File: config.mk
export PLATFORM = sky130hd
export DESIGN_NAME = fifo_queue_with_sort_core
export DESIGN_NICKNAME = d
export VERILOG_FILES = /design/src/fqs_pkg.sv /design/src/fifo_queue_with_sort_core.sv /design/src/fqs_mem.sv /design/src/fqs_ctrl.sv
export SDC_FILE = /design/constraint.sdc
export NUM_CORES = 1
export LEC_CHECK = 0
export ABC_CLOCK_PERIOD_IN_PS = 9850
export BUFFER_PORTS_ARGS = -buffer_cell sky130_fd_sc_hd__buf_4
export CAP_MARGIN = 20
export CORE_UTILIZATION = 35
export DETAILED_ROUTE_END_ITERATION = 10
export GPL_ROUTABILITY_DRIVEN = 0
export GPL_TIMING_DRIVEN = 0
export RECOVER_POWER = 50
export SETUP_SLACK_MARGIN = 0.5
export SLEW_MARGIN = 5
export SYNTH_ARGS = -nofsm -noshare
export SYNTH_HDL_FRONTEND = slang
export SYNTH_SLANG_ARGS = --single-unit
File: constraint.sdc
create_clock -name clk_i -period 9.85 [get_ports clk_i]
set_input_delay 0.985 -clock clk_i [delete_from_list [all_inputs] [get_ports clk_i]]
set_output_delay 0.985 -clock clk_i [all_outputs]
set_load 0.005 [all_outputs]
File: src/fqs_pkg.sv
// ----------------------------------------------------------------------------
// fqs_pkg
// Shared types, sizes and request codes for the sortable FIFO block.
// ----------------------------------------------------------------------------
package fqs_pkg;

  // Queue geometry; the occupancy field is CNT_W = 5 bits wide
  localparam int unsigned DEPTH = 16;
  localparam int unsigned IDX_W = $clog2(DEPTH);
  localparam int unsigned CNT_W = $clog2(DEPTH + 1);
  localparam int unsigned DATA_W = 32;

  // Request codes; the remaining code is a no-op
  localparam logic [1:0] OP_PUSH = 2'd0;
  localparam logic [1:0] OP_POP  = 2'd1;
  localparam logic [1:0] OP_SORT = 2'd2;

  typedef struct packed {
    logic [1:0]               operation;
    logic signed [DATA_W-1:0] value;
  } in_word_t;

  typedef struct packed {
    logic signed [DATA_W-1:0] popped_value;
    logic                     popped_valid;
    logic [CNT_W-1:0]         occupancy;
    logic                     empty_res;
    logic                     error;
  } out_word_t;

  // Status from the sequencer to the handshake logic
  typedef struct packed {
    logic idle;
    logic res_valid;
  } stat_t;

  // Memory port bundle from the sequencer to the entry store
  typedef struct packed {
    logic              we;
    logic [IDX_W-1:0]  waddr;
    logic [DATA_W-1:0] wdata;
    logic [IDX_W-1:0]  raddr;
  } mem_req_t;

  typedef enum logic [3:0] {
    S_IDLE = 4'b0001,
    S_POP  = 4'b0010,
    S_RUN  = 4'b0100,
    S_END  = 4'b1000
  } state_e;

  // Physical slot of logical position idx behind the head pointer
  function automatic logic [IDX_W-1:0] phys(input logic [IDX_W-1:0] head,
                                            input logic [IDX_W-1:0] idx);
    logic [IDX_W:0] sum;
    sum = {1'b0, head} + {1'b0, idx};
    if (sum >= (IDX_W + 1)'(DEPTH)) begin
      sum = sum - (IDX_W + 1)'(DEPTH);
    end
    return sum[IDX_W-1:0];
  endfunction

endpackage

File: src/fifo_queue_with_sort_core.sv
// Push, no-op and rejected requests reach the output register in the cycle after acceptance;
// a pop passes the registered read of the entry memory and the pop state first.
// A sort of n elements runs bubble passes over L slots (L = n down to 2, ending early
// after a pass without exchange), each a run state and an end state, one memory slot a cycle.
// One request is in work at a time; the next is taken once idle and the output register is free.
// Reset clears the fill count, the head pointer and the output valid flag; memory is not cleared.
// ----------------------------------------------------------------------------
// fifo_queue_with_sort_core
// Bounded FIFO of signed words with in-place ascending sort, memory based.
// ----------------------------------------------------------------------------
module fifo_queue_with_sort_core (
  input  logic                clk_i,
  input  logic                rst_ni,
  input  logic                in_valid_i,
  output logic                in_stall_o,
  input  fqs_pkg::in_word_t   in_word_i,
  output logic                out_valid_o,
  input  logic                out_stall_i,
  output fqs_pkg::out_word_t  out_word_o
);

  fqs_pkg::mem_req_t          mem_req;
  logic [fqs_pkg::DATA_W-1:0] rdata;
  fqs_pkg::stat_t             stat;
  fqs_pkg::out_word_t         res;
  logic                       out_free;
  logic                       accept;
  logic                       out_valid_q;
  fqs_pkg::out_word_t         out_word_q;

  // Output slot frees up when it is empty or being taken this cycle
  assign out_free   = !out_valid_q || !out_stall_i;
  assign in_stall_o = !(stat.idle && out_free);
  assign accept     = in_valid_i && !in_stall_o;

  fqs_ctrl u_ctrl (
    .clk_i     (clk_i),
    .rst_ni    (rst_ni),
    .accept_i  (accept),
    .in_word_i (in_word_i),
    .rdata_i   (rdata),
    .mem_req_o (mem_req),
    .stat_o    (stat),
    .res_o     (res)
  );

  fqs_mem u_mem (
    .clk_i   (clk_i),
    .req_i   (mem_req),
    .rdata_o (rdata)
  );

  always_ff @(posedge clk_i or negedge rst_ni) begin
    if (!rst_ni) begin
      out_valid_q <= 1'b0;
    end else if (stat.res_valid) begin
      out_valid_q <= 1'b1;
    end else if (!out_stall_i) begin
      out_valid_q <= 1'b0;
    end
  end

  always_ff @(posedge clk_i) begin
    if (stat.res_valid) begin
      out_word_q <= res;
    end
  end

  assign out_valid_o = out_valid_q;
  assign out_word_o  = out_word_q;

  a_no_overwrite: assert property (@(posedge clk_i) disable iff (!rst_ni)
    stat.res_valid |-> out_free)
    else $error("result overwrites a waiting word");

  a_busy_stalls: assert property (@(posedge clk_i) disable iff (!rst_ni)
    !stat.idle |-> in_stall_o)
    else $error("input taken while a request is in work");

  a_pop_clean: assert property (@(posedge clk_i) disable iff (!rst_ni)
    (out_valid_q && out_word_q.popped_valid) |-> !out_word_q.error)
    else $error("popped word flagged as error");

endmodule

File: src/fqs_mem.sv
// ----------------------------------------------------------------------------
// fqs_mem
// Entry store: one write port, one read port, registered read data.
// ----------------------------------------------------------------------------
module fqs_mem (
  input  logic                         clk_i,
  input  fqs_pkg::mem_req_t            req_i,
  output logic [fqs_pkg::DATA_W-1:0]   rdata_o
);

  logic [fqs_pkg::DATA_W-1:0] mem_q [fqs_pkg::DEPTH];
  logic [fqs_pkg::DATA_W-1:0] rdata_q;

  always_ff @(posedge clk_i) begin
    if (req_i.we) begin
      mem_q[req_i.waddr] <= req_i.wdata;
    end
  end

  always_ff @(posedge clk_i) begin
    rdata_q <= mem_q[req_i.raddr];
  end

  assign rdata_o = rdata_q;

endmodule

File: src/fqs_ctrl.sv
// ----------------------------------------------------------------------------
// fqs_ctrl
// Request sequencer: ring head pointer, fill count and the bubble-sort passes
// that read, compare and write back the entry store one slot a cycle.
// ----------------------------------------------------------------------------
module fqs_ctrl (
  input  logic                        clk_i,
  input  logic                        rst_ni,
  input  logic                        accept_i,
  input  fqs_pkg::in_word_t           in_word_i,
  input  logic [fqs_pkg::DATA_W-1:0]  rdata_i,
  output fqs_pkg::mem_req_t           mem_req_o,
  output fqs_pkg::stat_t              stat_o,
  output fqs_pkg::out_word_t          res_o
);

  localparam int unsigned IW = fqs_pkg::IDX_W;
  localparam int unsigned CW = fqs_pkg::CNT_W;

  fqs_pkg::state_e state_q, state_d;
  logic [IW-1:0] head_q, head_d;
  logic [CW-1:0] count_q, count_d;
  logic [IW-1:0] j_q, j_d;
  logic [CW-1:0] lim_q, lim_d;
  logic          swap_q, swap_d;
  logic signed [fqs_pkg::DATA_W-1:0] held_q, held_d;
  logic signed [fqs_pkg::DATA_W-1:0] rd_s;
  logic [CW-1:0] lim_m1;

  assign rd_s   = $signed(rdata_i);
  assign lim_m1 = lim_q - CW'(1);

  always_comb begin
    state_d   = state_q;
    head_d    = head_q;
    count_d   = count_q;
    j_d       = j_q;
    lim_d     = lim_q;
    swap_d    = swap_q;
    held_d    = held_q;
    mem_req_o = '{we: 1'b0, waddr: head_q, wdata: '0, raddr: head_q};
    stat_o    = '{idle: (state_q == fqs_pkg::S_IDLE), res_valid: 1'b0};
    res_o     = '0;

    case (state_q)
      fqs_pkg::S_IDLE: begin
        if (accept_i) begin
          case (in_word_i.operation)
            fqs_pkg::OP_PUSH: begin
              stat_o.res_valid = 1'b1;
              if (count_q == CW'(fqs_pkg::DEPTH)) begin
                res_o.error = 1'b1;
              end else begin
                mem_req_o.we    = 1'b1;
                mem_req_o.waddr = fqs_pkg::phys(head_q, count_q[IW-1:0]);
                mem_req_o.wdata = in_word_i.value;
                count_d         = count_q + CW'(1);
              end
            end
            fqs_pkg::OP_POP: begin
              if (count_q == '0) begin
                stat_o.res_valid = 1'b1;
                res_o.error      = 1'b1;
              end else begin
                state_d = fqs_pkg::S_POP;
              end
            end
            fqs_pkg::OP_SORT: begin
              if (count_q < CW'(2)) begin
                stat_o.res_valid = 1'b1;
              end else begin
                j_d     = '0;
                lim_d   = count_q;
                swap_d  = 1'b0;
                state_d = fqs_pkg::S_RUN;
              end
            end
            default: begin
              stat_o.res_valid = 1'b1;
            end
          endcase
        end
      end

      fqs_pkg::S_POP: begin
        stat_o.res_valid   = 1'b1;
        res_o.popped_value = rd_s;
        res_o.popped_valid = 1'b1;
        head_d             = fqs_pkg::phys(head_q, IW'(1));
        count_d            = count_q - CW'(1);
        state_d            = fqs_pkg::S_IDLE;
      end

      fqs_pkg::S_RUN: begin
        // Hold the larger value, write the smaller one back one slot behind
        if (j_q == '0) begin
          held_d = rd_s;
        end else begin
          mem_req_o.we    = 1'b1;
          mem_req_o.waddr = fqs_pkg::phys(head_q, j_q - IW'(1));
          if (held_q > rd_s) begin
            mem_req_o.wdata = rd_s;
            swap_d          = 1'b1;
          end else begin
            mem_req_o.wdata = held_q;
            held_d          = rd_s;
          end
        end
        if (CW'(j_q) + CW'(1) == lim_q) begin
          state_d = fqs_pkg::S_END;
        end else begin
          j_d             = j_q + IW'(1);
          mem_req_o.raddr = fqs_pkg::phys(head_q, j_q + IW'(1));
        end
      end

      fqs_pkg::S_END: begin
        // Drop the pass maximum into the last slot of the pass
        mem_req_o.we    = 1'b1;
        mem_req_o.waddr = fqs_pkg::phys(head_q, lim_m1[IW-1:0]);
        mem_req_o.wdata = held_q;
        if (swap_q && (lim_m1 > CW'(1))) begin
          lim_d   = lim_m1;
          j_d     = '0;
          swap_d  = 1'b0;
          state_d = fqs_pkg::S_RUN;
        end else begin
          stat_o.res_valid = 1'b1;
          state_d          = fqs_pkg::S_IDLE;
        end
      end

      default: begin
        state_d = fqs_pkg::S_IDLE;
      end
    endcase

    res_o.occupancy = count_d;
    res_o.empty_res = (count_d == '0);
  end

  always_ff @(posedge clk_i or negedge rst_ni) begin
    if (!rst_ni) begin
      state_q <= fqs_pkg::S_IDLE;
      head_q  <= '0;
      count_q <= '0;
      j_q     <= '0;
      lim_q   <= '0;
      swap_q  <= 1'b0;
    end else begin
      state_q <= state_d;
      head_q  <= head_d;
      count_q <= count_d;
      j_q     <= j_d;
      lim_q   <= lim_d;
      swap_q  <= swap_d;
    end
  end

  always_ff @(posedge clk_i) begin
    held_q <= held_d;
  end

  a_count_bound: assert property (@(posedge clk_i) disable iff (!rst_ni)
    count_q <= CW'(fqs_pkg::DEPTH))
    else $error("fill count above depth");

  a_pass_range: assert property (@(posedge clk_i) disable iff (!rst_ni)
    (state_q == fqs_pkg::S_RUN) |-> (lim_q >= CW'(2)) && (CW'(j_q) < lim_q)
                                    && (lim_q <= count_q))
    else $error("sort pass index out of range");

  a_pop_nonempty: assert property (@(posedge clk_i) disable iff (!rst_ni)
    (state_q == fqs_pkg::S_POP) |-> (count_q != '0))
    else $error("pop issued on empty queue");

  a_push_grows: assert property (@(posedge clk_i) disable iff (!rst_ni)
    (state_q == fqs_pkg::S_IDLE && accept_i && in_word_i.operation == fqs_pkg::OP_PUSH
     && count_q != CW'(fqs_pkg::DEPTH)) |=> (count_q == $past(count_q) + CW'(1)))
    else $error("push did not grow the queue");

endmodule

==> results.yml, run 1 <==
status:
  status: "finished with violations"
  violations: "max-capacitance violations, max-slew violations"
power_and_ir_drop:
  ir_worst_vdd_uv: 128
  p_per_area_mw_per_mm2: 268
  power.total_w: 0.00834
  cellLeakagePower_nw: 11.1
drt:
  vias: 17793
  drt_iter0_drc: 1780
  drcViolationCount: 0
  finalWirelength_um: 80000
  vias_per_cell: 5.62
  wire_per_inst_um: 25.2
  first_pass_iters: 5
  postRouteAntennaNets: 0
grt:
  grt_util_all_layers: 0.204
  grt_max_degree: 26
  grt_pass1_vias: 17498
  grt_pass1_wl_um: 116000
  grt_antenna_before_repair: 1
  grt-ovfl-total: 0
floorplan:
  coreArea_mm2: 0.0759
  dieArea_mm2: 0.0778
  start_util: 0.353
  io_pins: 80
  die_y_um: 279
  die_x_um: 279
  rows: 101
yosys:
  synth_cells: 1911
  synth_cell_type_count: 68
  syn_area_mm2: 0.0268
  seq_area_frac_synth: 0.700
  synthTopCellsByArea: "edfxtp_1 65%, a311oi_1 4.2%, nand2_1 4.0%"
  synth_seq_cells: 640
  synth_flop_cell: "edfxtp_1"
  postSynth.asyncResetShare: 0.0375
  syn_nets: 2006
  syn_avg_cell_area_um2: 14.0
  yosysTopAreaCellShare: 0.654
  synth_top_cell_by_area: "edfxtp_1"
  yosysWarnings: 0
  synth-edff-count: 584
setup_path:
  cp-end-kind: "flop"
  crit_type: "reg2reg"
  crit_path_start_kind: "flop"
  worstPathArrival_ns: 7.39
  r2r-end: "u_mem.mem_q[6][11]$_DFFE_PP_"
  critPathRequiredTime_ns: 10.05
  rrSetupSlack_ns: 2.66
  r2r_start: "u_ctrl.state_q[0]$_DFFE_PN1P_"
  r2r_cells: 11
  crit_end: "u_mem.mem_q[6][11]$_DFFE_PP_"
  crit_path_start: "u_ctrl.state_q[0]$_DFFE_PN1P_"
  cp_max_fo: 25
clocking:
  ctsResizeCount: 0
  postCtsHoldBufs: 0
  ctsHtreeMaxLevel: 3
  tritoncts: "done"
  clk-insertion-delay-late_ns: 0.63
  clock_path_buffers: 3
  cts_setup_buffers: 0
  cts_root_buf: "clkbuf_16"
  clkTransAtPathRegs_ns: 0.06
  cts_buffers: 68
  clock_sink_count: 640
timing:
  timing.final.crit_share: 0.730
  fin_crit_ns: 7.19
  fmax_mhz: 139
  setup_viol: 0
  slew_headroom: -0.326
  rsz0062_at_grt: "false"
  slew_violations: 347
  hold_viol_final: 0
  fin_hold_ws_ns: 0.482
  worst_pin_slew_ns: 1.98
  finalSetupTns_ns: 0
  skew_ns: 0.0337
hold_path:
  hold_class: "reg2reg"
cells_and_area:
  multi_input_comb_area_mm2: 0.00720
  stdcell_area_mm2: 0.0311
  layout_common_cells: "584 x edfxtp_1, 285 x nand2_1, 163 x and3_1"
  regArea_mm2: 0.0188
  syn_to_final_growth_pct: 16.0
  drive_gt1_frac: 0.119
  layout_commonest_cell: "edfxtp_1"
  fin_util: 0.410
  fill_cells: 6923
  num-nets-final: 2175
placement:
  hpwlAfterDp_um: 55700
  placed_area_mm2: 0.0293
  portBuffers: 79
job:
  drv_cap: 19
## worst max-delay path, cell delays in order (launching register included)
cell and delay [ns]:
dfstp_2 0.52, clkbuf_1 0.29, nor4b_1 1.27, and3_1 0.31, clkbuf_1 0.25, nand2_1 0.16
o21ai_0 0.19, a21oi_1 0.09, a2111oi_0 1.21, nand2_1 0.33, nor2_1 0.80, clkbuf_1 1.31
## state kept, by name, summed over array words and instances, names as in the netlist
name / count
u_mem.mem_q: 512
out_word_o: 40
u_ctrl.held_q: 32
u_mem.rdata_o: 32
u_ctrl.count_q: 5
u_ctrl.lim_q: 5
u_ctrl.head_q: 4
u_ctrl.j_q: 4
u_ctrl.state_q: 4
out_valid_o: 1
u_ctrl.swap_q: 1
## report_power, final
group          leakage, nW  total, W  switching (W)  internal (W)
combinational         4.04   0.00231        0.00158      0.000734
sequential            5.98   0.00349       0.000192       0.00330
clock                 1.09   0.00254        0.00105       0.00149
total                 11.1   0.00834        0.00282       0.00552
## stage by stage
step / std cells / setup slack, ns
floorplan: 1911 / 5.51
global placement: 3020 / 3.55
detailed placement: 3040 / 5.04
CTS: 3165 / 5.01
global route: 3165 / 2.44
finish: 3167 / 2.66
## cell usage after synthesis (8+ instances only)
master	instances
xnor2_1	16
and3_1	163
inv_1	48
a21oi_1	24
nor3_1	10
or4_1	35
nand2b_1	9
edfxtp_1	584
nand4_1	8
a21o_1	19
o21ai_0	15
clkbuf_1	83
dfxtp_1	32
a221o_1	34
buf_2	47
and2_1	34
ha_1	53
dfrtp_1	23
nand2_1	284
nor2_1	35
xor2_1	10
a211oi_1	122
a311oi_1	128
## per-layer routing
metal	share of wire	wire length, µm	track usage
met1	0.40	32300	0.267
met4	0.036	2860	0.0776
met3	0.076	6100	0.0272
met2	0.48	38700	0.344
met5	0	0	0
## kinds of logic after synthesis
kind of cell | share of synthesized area
and+or+nand+nor | 0.116
DFF | 0.700
AOI/OAI and AO/OA | 0.114
buffers and inverters | 0.0304
xor gates and xnor gates | 0.00942
muxes | 0.00205
adders and majority gates | 0.0277
## how the worst min path moves through the flow
| stage | cells past startpoint | from | endpoint |
|---|---|---|---|
| floorplan | 0 | u_mem.rdata_o[10]$_DFF_P_ | u_ctrl.held_q[10]$_DFFE_PP_ |
| global placement | 1 | u_ctrl.swap_q$_DFFE_PN0P_ | u_ctrl.swap_q$_DFFE_PN0P_ |
| detailed placement | 0 | u_mem.rdata_o[4]$_DFF_P_ | u_ctrl.held_q[4]$_DFFE_PP_ |
| CTS | 1 | rst_ni | out_valid_o$_DFFE_PN0P_ |
| global route | 0 | u_mem.rdata_o[4]$_DFF_P_ | u_ctrl.held_q[4]$_DFFE_PP_ |
| finish | 0 | u_mem.rdata_o[4]$_DFF_P_ | u_ctrl.held_q[4]$_DFFE_PP_ |
## layout make-up
class,count,share of cell area
Tap cell,1030,0.0414
Inverter,48,0.00579
Clock inverter,31,0.00949
Timing Repair Buffer,99,0.0264
Antenna cell,2,0.000161
Buffer,140,0.0201
Sequential cell,640,0.603
Multi-Input combinational cell,1083,0.231
Clock buffer,94,0.0621
No activity file was read; power rests on OpenSTA's default activity.
==> run 2: changes to the inputs <==
--- a/config.mk
+++ b/config.mk
@@ -5,7 +5,7 @@
 export SDC_FILE = /design/constraint.sdc
 export NUM_CORES = 1
 export LEC_CHECK = 0
-export ABC_CLOCK_PERIOD_IN_PS = 9850
+export ABC_CLOCK_PERIOD_IN_PS = 6500
 export BUFFER_PORTS_ARGS = -buffer_cell sky130_fd_sc_hd__buf_4
 export CAP_MARGIN = 20
 export CORE_UTILIZATION = 35
==> constraint.sdc (replaced) <==
create_clock -name clk_i -period 6.5 [get_ports clk_i]
set_input_delay 0.65 -clock clk_i [delete_from_list [all_inputs] [get_ports clk_i]]
set_output_delay 0.65 -clock clk_i [all_outputs]
set_load 0.005 [all_outputs]
==> run 2 against run 1 <==
  * Highest routed layer unchanged
  * Worst hold slack got worse by 0.19 ns
  * Largest cell class unchanged
  * Non-clock buffer count grew 1
  * Via count about the same
  * Final cell count about the same
  * Routed wire length barely moved
  * The flow still finishes with violations (max-capacitance violations, max-slew violations)
  * Clock skew grew 0.0044 ns
  * Critical path type unchanged
  * Register-to-register slack worse by 1.7 ns
  * Count of clock-buffer cells in the layout did not move
  * Power is 52% higher
  * Sequential power rose by 51%
  * Final area up 0.57%
==> results.yml, run 2 (same netlist as run 1, synthesis figures left out) <==
placement:
  portBuffers: 79
  hpwlAfterDp_um: 55700
drt:
  vias_per_cell: 5.62
  finalWirelength_um: 80000
  wire_per_inst_um: 25.3
  first_pass_iters: 6
  drcViolationCount: 0
  postRouteAntennaNets: 0
  vias: 17794
  drt_iter0_drc: 1840
power_and_ir_drop:
  ir_worst_vdd_uv: 192
  p_per_area_mw_per_mm2: 405
  cellLeakagePower_nw: 11.2
setup_path:
  cp-end-kind: "flop"
  critPathRequiredTime_ns: 6.72
  r2r_cells: 11
  critPathMaxStageDelay_ns: 1.27
  critical-path-top-delay-family: "simple AND/OR/NAND/NOR gates"
  critPathMostFrequentCell: "clkbuf_1"
  r2r-end: "u_mem.mem_q[11][8]$_DFFE_PP_"
  path_buf_inv: 3
  slowest_stage: "nor4b_1"
  crit_path_start_kind: "flop"
  crit_type: "reg2reg"
  worstPathCellList: "clkbuf_1 -> nor4b_1 -> and3_1 -> clkbuf_1 -> nand2_1 -> or3_1 -> a21oi_1 -> a2111oi_2 -> nand2b_1 -> nor2_4 -> clkbuf_2"
  worstPathArrival_ns: 5.78
  cp_max_fo: 22
  r2r_start: "u_ctrl.state_q[0]$_DFFE_PN1P_"
  rrSetupSlack_ns: 0.94
timing:
  timing.final.crit_share: 0.855
  setup_viol: 0
  worst_pin_slew_ns: 1.55
  hold_viol_final: 0
  finalSetupTns_ns: 0
  fin_crit_ns: 5.56
  rsz0062_at_grt: "false"
  slew_headroom: -0.0482
  slew_violations: 35
  fmax_mhz: 180
  skew_ns: 0.0381
grt:
  grtUsageMet3: 0.0272
  grt_use_met1: 0.267
  grt_max_degree: 26
  busiest_layer: "met2"
  grt_util_all_layers: 0.204
  grt_pass1_vias: 17504
  grt_pass1_wl_um: 116000
  grt-ovfl-total: 0
  grt_antenna_before_repair: 1
  grt_use_met2: 0.344
clocking:
  ctsHtreeMaxLevel: 3
  tritoncts: "done"
  clk-insertion-delay-late_ns: 0.63
  cts_buffers: 68
  ctsResizeCount: 0
  cts_root_buf: "clkbuf_16"
  clock_sink_count: 640
  clock_path_buffers: 3
  clkTransAtPathRegs_ns: 0.06
status:
  status: "finished with violations"
  violations: "max-capacitance violations, max-slew violations"
cells_and_area:
  layout_common_cells: "584 x edfxtp_1, 285 x nand2_1, 163 x and3_1"
  drive_gt1_frac: 0.130
  fin_util: 0.412
  num-nets-final: 2176
  largest_register_ffs: 512
  layout_commonest_cell: "edfxtp_1"
  regMostFlops: "u_mem.mem_q"
  fill_cells: 6894
  diodes: 0
  syn_to_final_growth_pct: 16.7
hold_path:
  hold_end: "out_valid_o$_DFFE_PN0P_"
  holdPathStages: 3
  hold_class: "in2reg"
  hold_start: "out_stall_i"
floorplan:
  dieArea_mm2: 0.0778
  rows: 101
  die_y_um: 279
  io_pins: 80
  start_util: 0.353
  coreArea_mm2: 0.0759
  die_x_um: 279
job:
  drv_cap: 2
-- run 2: changes by cell type in the layout (fill, tap and decap cells not counted) --
cell and change:
a2111oi_0 -1, a2111oi_2 +1, buf_12 +3, clkbuf_1 -8
clkbuf_2 +5, diode_2 -2, dlygate4sd3_1 +1, nor2_1 -15
nor2_4 +15, o21ai_0 -1, o21ai_1 +1
-- run 2: area by class of cell --
type / count / area [µm²] / area share
inverter: 48 / 180 / 0.00575
clock inverter: 31 / 295 / 0.00943
timing repair buffer: 100 / 886 / 0.0283
buffer: 140 / 627 / 0.0200
sequential: 640 / 18800 / 0.600
multi-input combinational: 1083 / 7320 / 0.234
clock buffer: 94 / 1930 / 0.0617
tap: 1030 / 1290 / 0.0412
-- run 2: worst max-delay path by stage --
stage,start,endpoint,slack [ns],depth (start not counted)
2_1_floorplan,u_ctrl.j_q[0]$_DFFE_PN0P_,u_mem.mem_q[6][0]$_DFFE_PP_,2.24,12
3_3_place_gp,u_ctrl.state_q[0]$_DFFE_PN1P_,u_mem.mem_q[14][21]$_DFFE_PP_,0.35,10
3_5_place_dp,u_mem.rdata_o[13]$_DFF_P_,u_mem.mem_q[3][24]$_DFFE_PP_,1.69,11
4_1_cts,u_mem.rdata_o[13]$_DFF_P_,u_mem.mem_q[10][24]$_DFFE_PP_,1.66,11
5_1_grt,u_ctrl.state_q[0]$_DFFE_PN1P_,u_mem.mem_q[11][5]$_DFFE_PP_,0.75,11
6_report,u_ctrl.state_q[0]$_DFFE_PN1P_,u_mem.mem_q[11][8]$_DFFE_PP_,0.94,11
-- run 2: power by group --
group	switching [W]	internal, W	total (W)
logic	0.00241	0.00112	0.00353
registers	0.000292	0.00499	0.00528
clock network	0.00160	0.00225	0.00385
total	0.00430	0.00836	0.0127
-- run 2: what timing repair did --
| action | in CTS | in global routing |
|---|---|---|
| hold endpoints to repair | 23 | 0 |
| buffers inserted | 0 | 0 |
| hold buffers | 1 | 0 |
-- run 2: tightest hold or removal path, stage by stage --
cell and delay, ns:
buf_4 0.08, nand2_1 0.07, nand2b_1 0.07
-- run 2: stage by stage --
| step | setup WS [ns] | cell area, µm² | hold slack (ns) | std cells | power, W |
|---|---|---|---|---|---|
| floorplan | 2.24 | 26800 | 0.354 | 1911 | 0.00737 |
| global placement | 0.355 | 28700 | 0.459 | 3020 | 0.00873 |
| detailed placement | 1.69 | 29300 | 0.468 | 3040 | 0.00889 |
| CTS | 1.66 | 31500 | 0.269 | 3166 | 0.0127 |
| global route | 0.751 | 31300 | 0.293 | 3166 | 0.0131 |
| finish | 0.944 | 31300 | 0.291 | 3166 | 0.0127 |
-- run 2: metal layers --
| metal | share of wire | routed length, µm |
|---|---|---|
| met3 | 0.077 | 6150 |
| met1 | 0.40 | 32400 |
| met2 | 0.48 | 38800 |
| met4 | 0.034 | 2710 |
| met5 | 0 | 0 |
